===== config.mk =====
export PLATFORM = sky130hd
export DESIGN_NAME = bitmap_run_length_decoder
export DESIGN_NICKNAME = d
export VERILOG_FILES = /design/src/hdl/bmrld_pkg.sv /design/src/hdl/bmrld_ctrl.sv /design/src/hdl/bmrld_dpath.sv /design/src/hdl/bitmap_run_length_decoder.sv
export SDC_FILE = /design/constraint.sdc
export NUM_CORES = 1
export LEC_CHECK = 0
export ABC_AREA = 1
export BUFFER_PORTS_ARGS = -buffer_cell sky130_fd_sc_hd__clkbuf_2
export CORE_MARGIN = 5
export CORE_UTILIZATION = 64
export DETAILED_ROUTE_END_ITERATION = 16
export PLACE_DENSITY = 0.83
export SLEW_MARGIN = 20
export SYNTH_ARGS = -nofsm -noshare
export SYNTH_HDL_FRONTEND = slang
export SYNTH_SLANG_ARGS = --single-unit

===== constraint.sdc =====
create_clock -name clk -period 8.5 [get_ports clk]
set_clock_uncertainty 0.2 [all_clocks]
set_input_delay 0.425 -clock clk [delete_from_list [all_inputs] [get_ports clk]]
set_output_delay 0.425 -clock clk [all_outputs]
set_load 0.05 [all_outputs]

===== src/hdl/bmrld_pkg.sv =====
// ----------------------------------------------------------------------------
// bmrld_pkg
// Shared types and constants of the bitmap run-length decoder: header layout,
// result kinds, status codes and the controller/datapath command and status.
// ----------------------------------------------------------------------------
`default_nettype none

package bmrld_pkg;

    // header layout
    localparam int unsigned HDR_WORDS = 10;
    localparam int unsigned HDR_IDX_W = 4;
    localparam logic [31:0] HDR_LEN   = 32'h0000_0028;

    // header word positions
    localparam logic [HDR_IDX_W-1:0] W_LENGTH = 4'd0;
    localparam logic [HDR_IDX_W-1:0] W_OFFSET = 4'd1;
    localparam logic [HDR_IDX_W-1:0] W_COLS   = 4'd2;
    localparam logic [HDR_IDX_W-1:0] W_ROWS   = 4'd3;
    localparam logic [HDR_IDX_W-1:0] W_WIDTH  = 4'd4;
    localparam logic [HDR_IDX_W-1:0] W_HEIGHT = 4'd5;
    localparam logic [HDR_IDX_W-1:0] W_MODE   = 4'd6;
    localparam logic [HDR_IDX_W-1:0] W_RSVD0  = 4'd7;
    localparam logic [HDR_IDX_W-1:0] W_RSVD1  = 4'd8;
    localparam logic [HDR_IDX_W-1:0] W_ENC    = 4'd9;

    // encoding word values
    localparam logic [31:0] ENC_CODE_RAW = 32'h0000_0000;
    localparam logic [31:0] ENC_CODE_RLE = 32'h0000_0001;

    // run-length markers
    localparam logic [7:0] REP_LIMIT = 8'h80;
    localparam logic [8:0] LIT_BASE  = 9'h100;
    localparam logic [7:0] WORD_BYTES = 8'd4;

    // result kinds
    localparam logic [1:0] KIND_DESC  = 2'd0;
    localparam logic [1:0] KIND_PIXEL = 2'd1;
    localparam logic [1:0] KIND_END   = 2'd2;

    // status codes
    localparam logic [2:0] STAT_OK       = 3'd0;
    localparam logic [2:0] STAT_BAD_MODE = 3'd1;
    localparam logic [2:0] STAT_RSVD     = 3'd2;
    localparam logic [2:0] STAT_BAD_ENC  = 3'd3;
    localparam logic [2:0] STAT_BACK_OFF = 3'd4;

    // error flag bits
    localparam int unsigned FLG_MODE = 0;
    localparam int unsigned FLG_RSVD = 1;
    localparam int unsigned FLG_ENC  = 2;
    localparam int unsigned FLG_OFF  = 3;

    typedef struct packed {
        logic take;   // latch the accepted input byte
        logic upd;    // store byte, advance position, step the run state
        logic eval;   // resolve phase changes and plan the results
        logic emit;   // load the next planned result into the output register
    } ctrl_cmd_t;

    typedef struct packed {
        logic pending;    // a result is still planned
        logic last_item;  // the next result to load is the last one
        logic load_ok;    // output register is free or being drained
    } dp_stat_t;

endpackage

`default_nettype wire


===== src/hdl/bmrld_ctrl.sv =====
// ----------------------------------------------------------------------------
// bmrld_ctrl
// Sequencer of the decoder: accept one byte, update, evaluate, then drain the
// planned results into the output register.
// ----------------------------------------------------------------------------
`default_nettype none

module bmrld_ctrl (
    input  wire logic                  clk,
    input  wire logic                  rst_n,
    input  wire logic                  in_valid,
    output logic                       in_ready,
    input  wire bmrld_pkg::dp_stat_t   stat,
    output bmrld_pkg::ctrl_cmd_t       cmd
);

    typedef enum logic [3:0] {
        S_IDLE = 4'b0001,
        S_UPD  = 4'b0010,
        S_EVAL = 4'b0100,
        S_EMIT = 4'b1000
    } ctrl_state_t;

    ctrl_state_t state_reg;
    ctrl_state_t state_next;
    logic        fire;

    assign in_ready = (state_reg == S_IDLE);
    assign fire     = (state_reg == S_EMIT) && stat.pending && stat.load_ok;

    always_comb
    begin
        cmd.take = in_valid && in_ready;
        cmd.upd  = (state_reg == S_UPD);
        cmd.eval = (state_reg == S_EVAL);
        cmd.emit = fire;
    end

    always_comb
    begin
        state_next = state_reg;
        case (state_reg)
            S_IDLE:
            begin
                if (in_valid)
                begin
                    state_next = S_UPD;
                end
            end
            S_UPD:
            begin
                state_next = S_EVAL;
            end
            S_EVAL:
            begin
                state_next = S_EMIT;
            end
            S_EMIT:
            begin
                // leave once nothing is planned or the final result goes out
                if (!stat.pending || (fire && stat.last_item))
                begin
                    state_next = S_IDLE;
                end
            end
            default:
            begin
                state_next = S_IDLE;
            end
        endcase
    end

    always_ff @(posedge clk or negedge rst_n)
    begin
        if (!rst_n)
        begin
            state_reg <= S_IDLE;
        end
        else
        begin
            state_reg <= state_next;
        end
    end

endmodule

`default_nettype wire


===== src/hdl/bmrld_dpath.sv =====
// ----------------------------------------------------------------------------
// bmrld_dpath
// Datapath of the decoder: header store, record position, run state, error
// flags, result plan and the output register.
// ----------------------------------------------------------------------------
`default_nettype none

module bmrld_dpath (
    input  wire logic                  clk,
    input  wire logic                  rst_n,
    input  wire bmrld_pkg::ctrl_cmd_t  cmd,
    output bmrld_pkg::dp_stat_t        stat,
    input  wire logic                  cfg_wr_en,
    input  wire logic [31:0]           cfg_wr_data,
    input  wire logic [7:0]            in_byte,
    output logic                       out_valid,
    input  wire logic                  out_ready,
    output logic [1:0]                 kind,
    output logic [31:0]                columns,
    output logic [31:0]                rows,
    output logic [31:0]                pix_width,
    output logic [31:0]                pix_height,
    output logic [31:0]                pixels,
    output logic [2:0]                 pixel_count,
    output logic [2:0]                 status,
    output logic                       last
);

    typedef enum logic [1:0] {
        PH_HEADER  = 2'd0,
        PH_SKIP    = 2'd1,
        PH_DATA    = 2'd2,
        PH_DISCARD = 2'd3
    } phase_t;

    typedef enum logic [1:0] {
        RM_MARKER  = 2'd0,
        RM_REPEAT  = 2'd1,
        RM_LITERAL = 2'd2
    } run_mode_t;

    typedef enum logic [1:0] {
        ENC_RAW = 2'd0,
        ENC_RLE = 2'd1,
        ENC_BAD = 2'd2
    } enc_t;

    function automatic logic [31:0] lane_mask(input logic [2:0] cnt);
        logic [31:0] m;
        case (cnt)
            3'd1:    m = 32'h0000_00FF;
            3'd2:    m = 32'h0000_FFFF;
            3'd3:    m = 32'h00FF_FFFF;
            3'd4:    m = 32'hFFFF_FFFF;
            default: m = 32'h0000_0000;
        endcase
        return m;
    endfunction

    function automatic logic [2:0] status_code(input logic [3:0] f);
        logic [2:0] s;
        if (f[bmrld_pkg::FLG_MODE])
            s = bmrld_pkg::STAT_BAD_MODE;
        else if (f[bmrld_pkg::FLG_RSVD])
            s = bmrld_pkg::STAT_RSVD;
        else if (f[bmrld_pkg::FLG_ENC])
            s = bmrld_pkg::STAT_BAD_ENC;
        else if (f[bmrld_pkg::FLG_OFF])
            s = bmrld_pkg::STAT_BACK_OFF;
        else
            s = bmrld_pkg::STAT_OK;
        return s;
    endfunction

    // state
    logic [31:0] mode_reg;
    logic [7:0]  byte_reg;
    logic [31:0] hdr_reg  [bmrld_pkg::HDR_WORDS];
    logic [31:0] hdr_next [bmrld_pkg::HDR_WORDS];
    phase_t      phase_reg,    phase_next;
    logic [31:0] pos_reg,      pos_next;
    enc_t        enc_reg,      enc_next;
    logic [7:0]  run_left_reg, run_left_next;
    run_mode_t   run_mode_reg, run_mode_next;
    logic [3:0]  flags_reg,    flags_next;

    // result plan
    logic        desc_pend_reg, desc_pend_next;
    logic        end_pend_reg,  end_pend_next;
    logic [7:0]  pix_left_reg,  pix_left_next;
    logic [7:0]  pix_byte_reg,  pix_byte_next;

    // output register
    logic        out_valid_reg, out_valid_next;
    logic [1:0]  kind_reg;
    logic [31:0] columns_reg, rows_reg, width_reg, height_reg, pixels_reg;
    logic [2:0]  count_reg, status_reg;
    logic        last_reg;

    // evaluation helpers
    logic [31:0] eff_off;
    logic [31:0] rec_len;
    logic        hdr_done;
    logic        load_ok;
    logic [2:0]  pix_take;
    logic [bmrld_pkg::HDR_IDX_W-1:0] wr_idx;

    assign wr_idx   = pos_reg[5:2];
    assign rec_len  = hdr_reg[bmrld_pkg::W_LENGTH];
    assign eff_off  = (hdr_reg[bmrld_pkg::W_OFFSET] < bmrld_pkg::HDR_LEN)
                      ? bmrld_pkg::HDR_LEN : hdr_reg[bmrld_pkg::W_OFFSET];
    assign hdr_done = (phase_reg == PH_HEADER) && (pos_reg >= bmrld_pkg::HDR_LEN);
    assign load_ok  = !out_valid_reg || out_ready;
    assign pix_take = (pix_left_reg >= bmrld_pkg::WORD_BYTES)
                      ? 3'd4 : pix_left_reg[2:0];

    always_comb
    begin
        stat.load_ok = load_ok;
        stat.pending = desc_pend_reg || end_pend_reg || (pix_left_reg != 8'd0);
        if (desc_pend_reg)
            stat.last_item = !end_pend_reg && (pix_left_reg == 8'd0);
        else if (pix_left_reg != 8'd0)
            stat.last_item = !end_pend_reg && (pix_left_reg <= bmrld_pkg::WORD_BYTES);
        else
            stat.last_item = 1'b1;
    end

    always_comb
    begin
        phase_t ph_a;
        phase_t ph_b;
        enc_t   enc_a;
        logic [3:0] flags_a;

        hdr_next       = hdr_reg;
        phase_next     = phase_reg;
        pos_next       = pos_reg;
        enc_next       = enc_reg;
        run_left_next  = run_left_reg;
        run_mode_next  = run_mode_reg;
        flags_next     = flags_reg;
        desc_pend_next = desc_pend_reg;
        end_pend_next  = end_pend_reg;
        pix_left_next  = pix_left_reg;
        pix_byte_next  = pix_byte_reg;
        ph_a           = phase_reg;
        ph_b           = phase_reg;
        enc_a          = enc_reg;
        flags_a        = flags_reg;

        if (cmd.upd)
        begin
            pos_next      = (pos_reg == 32'hFFFF_FFFF) ? pos_reg : pos_reg + 32'd1;
            pix_left_next = 8'd0;
            pix_byte_next = byte_reg;
            if (phase_reg == PH_HEADER)
            begin
                if ({28'd0, wr_idx} < bmrld_pkg::HDR_WORDS)
                begin
                    hdr_next[wr_idx][{pos_reg[1:0], 3'b000} +: 8] = byte_reg;
                end
            end
            else if (phase_reg == PH_DATA)
            begin
                if (enc_reg == ENC_RAW)
                begin
                    pix_left_next = 8'd1;
                end
                else
                begin
                    case (run_mode_reg)
                        RM_MARKER:
                        begin
                            if (byte_reg < bmrld_pkg::REP_LIMIT)
                            begin
                                run_left_next = byte_reg + 8'd1;
                                run_mode_next = RM_REPEAT;
                            end
                            else
                            begin
                                run_left_next = 8'(bmrld_pkg::LIT_BASE - {1'b0, byte_reg});
                                run_mode_next = RM_LITERAL;
                            end
                        end
                        RM_REPEAT:
                        begin
                            // whole run goes out as packed words
                            pix_left_next = run_left_reg;
                            run_left_next = 8'd0;
                            run_mode_next = RM_MARKER;
                        end
                        default:
                        begin
                            pix_left_next = 8'd1;
                            run_left_next = run_left_reg - 8'd1;
                            if (run_left_reg == 8'd1)
                            begin
                                run_mode_next = RM_MARKER;
                            end
                        end
                    endcase
                end
            end
        end

        if (cmd.eval)
        begin
            if (hdr_done)
            begin
                if (hdr_reg[bmrld_pkg::W_MODE] != mode_reg)
                    flags_a[bmrld_pkg::FLG_MODE] = 1'b1;
                if ((hdr_reg[bmrld_pkg::W_RSVD0] != 32'd0) ||
                    (hdr_reg[bmrld_pkg::W_RSVD1] != 32'd0))
                    flags_a[bmrld_pkg::FLG_RSVD] = 1'b1;
                if (hdr_reg[bmrld_pkg::W_OFFSET] < bmrld_pkg::HDR_LEN)
                    flags_a[bmrld_pkg::FLG_OFF] = 1'b1;
                if (hdr_reg[bmrld_pkg::W_ENC] == bmrld_pkg::ENC_CODE_RAW)
                    enc_a = ENC_RAW;
                else if (hdr_reg[bmrld_pkg::W_ENC] == bmrld_pkg::ENC_CODE_RLE)
                    enc_a = ENC_RLE;
                else
                begin
                    enc_a = ENC_BAD;
                    flags_a[bmrld_pkg::FLG_ENC] = 1'b1;
                end
                ph_a = (enc_a == ENC_BAD) ? PH_DISCARD : PH_SKIP;
            end
            ph_b = ph_a;
            if ((ph_a == PH_SKIP) && (pos_reg >= eff_off))
            begin
                ph_b = PH_DATA;
            end
            phase_next     = ph_b;
            enc_next       = enc_a;
            flags_next     = flags_a;
            desc_pend_next = hdr_done;
            end_pend_next  = ((ph_b == PH_DATA) && (run_mode_reg == RM_MARKER) &&
                              (pos_reg >= rec_len)) ||
                             ((ph_b == PH_DISCARD) && (pos_reg >= rec_len));
        end

        if (cmd.emit)
        begin
            if (desc_pend_reg)
            begin
                desc_pend_next = 1'b0;
            end
            else if (pix_left_reg != 8'd0)
            begin
                pix_left_next = pix_left_reg - {5'd0, pix_take};
            end
            else
            begin
                // end result goes out: close the record
                end_pend_next = 1'b0;
                phase_next    = PH_HEADER;
                pos_next      = 32'd0;
                enc_next      = ENC_RAW;
                run_left_next = 8'd0;
                run_mode_next = RM_MARKER;
                flags_next    = 4'd0;
            end
        end
    end

    always_comb
    begin
        out_valid_next = out_valid_reg;
        if (cmd.emit)
            out_valid_next = 1'b1;
        else if (out_ready)
            out_valid_next = 1'b0;
    end

    always_ff @(posedge clk or negedge rst_n)
    begin
        if (!rst_n)
        begin
            mode_reg      <= 32'd0;
            phase_reg     <= PH_HEADER;
            pos_reg       <= 32'd0;
            enc_reg       <= ENC_RAW;
            run_left_reg  <= 8'd0;
            run_mode_reg  <= RM_MARKER;
            flags_reg     <= 4'd0;
            desc_pend_reg <= 1'b0;
            end_pend_reg  <= 1'b0;
            pix_left_reg  <= 8'd0;
            out_valid_reg <= 1'b0;
        end
        else
        begin
            if (cfg_wr_en)
            begin
                mode_reg <= cfg_wr_data;
            end
            phase_reg     <= phase_next;
            pos_reg       <= pos_next;
            enc_reg       <= enc_next;
            run_left_reg  <= run_left_next;
            run_mode_reg  <= run_mode_next;
            flags_reg     <= flags_next;
            desc_pend_reg <= desc_pend_next;
            end_pend_reg  <= end_pend_next;
            pix_left_reg  <= pix_left_next;
            out_valid_reg <= out_valid_next;
        end
    end

    always_ff @(posedge clk)
    begin
        hdr_reg      <= hdr_next;
        pix_byte_reg <= pix_byte_next;
        if (cmd.take)
        begin
            byte_reg <= in_byte;
        end
        if (cmd.emit)
        begin
            status_reg  <= status_code(flags_reg);
            columns_reg <= 32'd0;
            rows_reg    <= 32'd0;
            width_reg   <= 32'd0;
            height_reg  <= 32'd0;
            pixels_reg  <= 32'd0;
            count_reg   <= 3'd0;
            if (desc_pend_reg)
            begin
                kind_reg    <= bmrld_pkg::KIND_DESC;
                columns_reg <= hdr_reg[bmrld_pkg::W_COLS];
                rows_reg    <= hdr_reg[bmrld_pkg::W_ROWS];
                width_reg   <= hdr_reg[bmrld_pkg::W_WIDTH];
                height_reg  <= hdr_reg[bmrld_pkg::W_HEIGHT];
                last_reg    <= !end_pend_reg && (pix_left_reg == 8'd0);
            end
            else if (pix_left_reg != 8'd0)
            begin
                kind_reg   <= bmrld_pkg::KIND_PIXEL;
                pixels_reg <= {4{pix_byte_reg}} & lane_mask(pix_take);
                count_reg  <= pix_take;
                last_reg   <= !end_pend_reg && (pix_left_reg <= bmrld_pkg::WORD_BYTES);
            end
            else
            begin
                kind_reg <= bmrld_pkg::KIND_END;
                last_reg <= 1'b1;
            end
        end
    end

    assign out_valid   = out_valid_reg;
    assign kind        = kind_reg;
    assign columns     = columns_reg;
    assign rows        = rows_reg;
    assign pix_width   = width_reg;
    assign pix_height  = height_reg;
    assign pixels      = pixels_reg;
    assign pixel_count = count_reg;
    assign status      = status_reg;
    assign last        = last_reg;

endmodule

`default_nettype wire


===== src/hdl/bitmap_run_length_decoder.sv =====
// ----------------------------------------------------------------------------
// bitmap_run_length_decoder
// Parses a 40-byte bitmap record header, then emits a descriptor, uncompressed
// or run-length decoded pixel words and an end result per record.
// ----------------------------------------------------------------------------
//  channel  | handshake             | payload
//  ---------+-----------------------+-------------------------------------------
//  input    | in_valid / in_ready   | in_byte
//  output   | out_valid / out_ready | kind columns rows pix_width pix_height
//           |                       | pixels pixel_count status last
//  config   | cfg_wr_en             | cfg_wr_data (expected display mode)
//
//  A byte passes through the sequencer states accept, update and evaluate,
//  then a drain state that loads each planned result into the output
//  register and that is passed through even when there is no result; a
//  repeat run of 128 bytes gives 32 pixel words.
//  The next input byte is taken while the final result still waits.
//  Reset clears the record state and the output valid; the header store
//  needs no clearing. An output stall holds the sequencer in its drain state.
// ----------------------------------------------------------------------------
`default_nettype none

module bitmap_run_length_decoder (
    input  wire logic        clk,
    input  wire logic        rst_n,
    input  wire logic        cfg_wr_en,
    input  wire logic [31:0] cfg_wr_data,
    input  wire logic        in_valid,
    output logic             in_ready,
    input  wire logic [7:0]  in_byte,
    output logic             out_valid,
    input  wire logic        out_ready,
    output logic [1:0]       kind,
    output logic [31:0]      columns,
    output logic [31:0]      rows,
    output logic [31:0]      pix_width,
    output logic [31:0]      pix_height,
    output logic [31:0]      pixels,
    output logic [2:0]       pixel_count,
    output logic [2:0]       status,
    output logic             last
);

    bmrld_pkg::ctrl_cmd_t cmd;
    bmrld_pkg::dp_stat_t  stat;

    bmrld_ctrl u_ctrl (
        .clk      (clk),
        .rst_n    (rst_n),
        .in_valid (in_valid),
        .in_ready (in_ready),
        .stat     (stat),
        .cmd      (cmd)
    );

    bmrld_dpath u_dpath (
        .clk         (clk),
        .rst_n       (rst_n),
        .cmd         (cmd),
        .stat        (stat),
        .cfg_wr_en   (cfg_wr_en),
        .cfg_wr_data (cfg_wr_data),
        .in_byte     (in_byte),
        .out_valid   (out_valid),
        .out_ready   (out_ready),
        .kind        (kind),
        .columns     (columns),
        .rows        (rows),
        .pix_width   (pix_width),
        .pix_height  (pix_height),
        .pixels      (pixels),
        .pixel_count (pixel_count),
        .status      (status),
        .last        (last)
    );

endmodule

`default_nettype wire


==> impl_results.md <==
* Detailed placement HPWL at approximately 43000 um
* Die area at around 43000 um2
* Register Area at between 15000 and 20000 um2
* Core ar. at ~39000 um2
* Setup crit end kind: register
* DR iter-0 viols at about 1900
* Post-synth ARST share at between 10% and 20%
* RSZ-0062 raised after global routing: false
* Die X at between 200 and 250 um
* CP most frequent cell: inv_1
* Rows at approximately 70
* Cell Area, Synth at approximately 25000 um2
* Levels on crit path at 5
* CTS tree: yes
* Number of diodes at 0
* XOR/XNOR Fraction of Synth Area at under 10%
* Achievable clock frequency at 259 MHz
* Yosys reg bits at between 600 and 700
* Crit path max-delay cell type: dfrtp_1
* CP bufs+invs at 2
* Worst path max stage delay at around 1.1 ns
* Layout overhead on the synthesized area at 15.4%
* CTS buffer count at 55
* WS Path Type: register to register
* Nets at ~2500
* Post-synth cell types at 62
* Post-route setup TNS at 0 ns
* Clock Path Buffers at 3
* Final hold vios at 0
* Area of the multi-input gates at 6160 um2
* Largest family of logic cells by synthesized area: simple AND/OR/NAND/NOR gates
* Synth Warn # at 0
* CP startpoint kind: register
* Total number of vias at 16861
* Hold Path Stages at 4
* Clock Sink Count at roughly 600
* Grt total ovfl at 0
* Post-Place Setup Slack at about 4.6 ns
* Number of flops mapped to enable cells by yosys at about 510
* H-tree levels at 2
* Later-pin clock latency in the skew report at 0.61 ns
* Pleak at 12.2 nW
* IO Port Bufs at between 200 and 250
* Vias in the first global route at approximately 17000
* Largest net degree at the start of global routing at 106
* Critical path fanouts, max at 28
* CP Data Required Time at between 8 and 9 ns
* Clk slew on worst S/H paths at approximately 0.060 ns
* TritonRoute pass-1 iters at 6
* Mapped Cells at 2038
* Die height at slightly above 200 um
* Slew HR at around a quarter
* Synth area leader: edfxtp_1
* Cts repair resizes at 0
* Setup ws final at roughly 4.6 ns
* Slew Viols, Final at 0
* Final setup fails at 0
* Main synth FF type: edfxtp_1
* Delay-heaviest family, CP: simple AND/OR/NAND/NOR gates
* Post-Synth Adder-Cell Area at 3.75%
* Total global-route track usage at about 29%
* Wire length per cell at ~22 um
* Sequential area share after synthesis at ~70%
* Io pins at 216
* Power Density at between 200 and 300 nW/um2
* Synthesized Nets at 2158
* RD Place Congestion at between 0.9 and 1
* Starting density of the core at between 60% and 70%
* Worst Path Arrival at about 4 ns
* CTS Root Cell: clkbuf_16
* Final period demand of the worst path at 3.87 ns
* Outcome: finished, final reports clean
* Area contributors post-synth: edfxtp_1 61%, dfrtp_1 9.6%, nand2_1 5.0%
* # DRC at 0
* HP Class: primary input to register
* Worst VDD drop at between 0.15 and 0.2 mV
* Fill cells at between 2000 and 2500
* Mux cell area share after synthesis at approximately 1.1%
* Synth Area in Compound Gates at about 3.6%
* Synth top area share at around three fifths
* Slew at the pin closest to its max-slew limit at 1.14 ns
* Initial antenna violation count at 1
* Maxcap violations at 0
* Worst-path cell chain: inv_1 > ha_1 > inv_1 > nand2_1 > nor3_2
* Routed WL at approximately 64000 um
* Period utilization at 45.5%
* Antenna-violating nets left at 0
* Via density at slightly below 6
* Layout cells sized above 1 at 17.7%
* Global-route wire length before repair at roughly 100000 um
* Avg Inst Size Synth at 12.3 um2
* Worst Reg2Reg Path Length in Cells at 5
* Synth Area in Simple Gates at 14.2%
* Max reg flops at about 290
-- cell usage in the layout, fill, tap and decap left out, types with 5 or more instances in the layout --
master / n
clkinv_1: 14
clkbuf_1: 18
nor3_1: 47
o211ai_1: 5
dlygate4sd3_1: 42
nor3_2: 18
a21oi_1: 51
o21ai_0: 52
nor2_4: 6
nor2_2: 6
o21ai_1: 5
inv_1: 299
o22ai_1: 8
mux2_2: 24
dfrtp_1: 95
xnor2_1: 31
nand3_1: 40
clkbuf_2: 214
nand3_2: 5
xor2_1: 17
edfxtp_1: 505
ha_1: 75
or2_2: 10
buf_4: 19
inv_2: 11
a31oi_1: 11
nand2_2: 11
clkinv_2: 13
nand2_4: 7
clkbuf_16: 56
nor4_1: 28
nand4_1: 29
nor2_1: 227
nand2_1: 335
-- metal layers --
metal | wire length [um] | GRT usage, % | part of all wire (%)
met5 | 7 | 0 | 0.011
met4 | 3210 | 12.7 | 5.0
met3 | 6680 | 6.54 | 10
met2 | 30800 | 47.8 | 48
met1 | 23400 | 38.4 | 37
-- path summary, 6_finish.rpt --
check	from	endpoint	slack, ns
max in group asynchronous	rst_n	u_dpath.desc_pend_reg	6.70
max reg2reg	u_dpath.pos_reg[0]	u_dpath.hdr_reg[104]	4.63
min reg2reg	u_dpath.hdr_reg[187]	u_dpath.pix_width[27]	0.30
min in group asynchronous	rst_n	u_dpath.pos_reg[10]	0.15
min	out_ready	u_dpath.out_valid	0.04
max	u_dpath.pos_reg[0]	u_dpath.hdr_reg[104]	4.63
-- synth_stat cells (all sizes together), types with 3 or more instances --
library cell and number:
xnor2 31, buf 14, nor4 31, or2 10
nor3 68, a21oi 51, o211ai 5, nand3 46
dfrtp 96, a311oi 3, xor2 17, o21ai 57
nand2 353, nand4 29, nor2 242, o21a 3
edfxtp 505, mux2 24, inv 313, a31oi 11
ha 75, clkbuf 24, o22ai 8
-- per-stage QoR --
stage	hold WS (ns)	power (mW)	utilization, %	area (um2)	instances
after detailed placement	0.257	5.77	69.3	26800	2751
after CTS	0.0385	8.09	74.7	28900	2896
after floorplan	-0.0706	5.11	-	25000	2038
final	0.0445	8.14	74.8	28900	2896
after global routing	0.0748	8.47	74.8	28900	2896
after global placement	0.249	5.69	69.2	26800	2751
-- report_power, final --
part / switching (mW) / leakage, nW / internal, mW
combinational: 1.48 / 5.53 / 0.498
sequential: 0.245 / 5.82 / 3.60
clock: 1.06 / 0.819 / 1.26
-- logic make-up (layout without fill, tap and decap cells) --
| logic type | count (synthesis) | in the layout |
|---|---|---|
| compound gates | 155 | 155 |
| xor+xnor | 48 | 48 |
| mux | 24 | 24 |
| fa+ha+maj | 75 | 75 |
| buf+inv | 353 | 693 |
| other cells | 1 | 1 |
| simple gates | 780 | 780 |
| flops | 602 | 602 |
-- cell type report --
cell class	count	area share, %
clock inverters	27	0.585
inverters	315	4.13
repair buffers	275	5.65
multi-input cells	1083	21.3
clock buffers	76	5.18
flip-flops and latches	602	60.9
well taps	518	2.24
-- timing repair --
action | CTS | global route
setup buffers | 0 | 0
endpoints found under the hold margin | 83 | 0
hold buffers | 42 | 0
-- worst register-to-register path: cells and delay by family (launching register included) --
kind,cells,cell delay (ns)
AND/OR/NAND/NOR,2,1.26
adder cells (fa/ha/maj),1,0.40
flip-flops,1,1.06
buffers and inverters,2,0.58
Note: power is estimated with default switching activity, not from simulation.
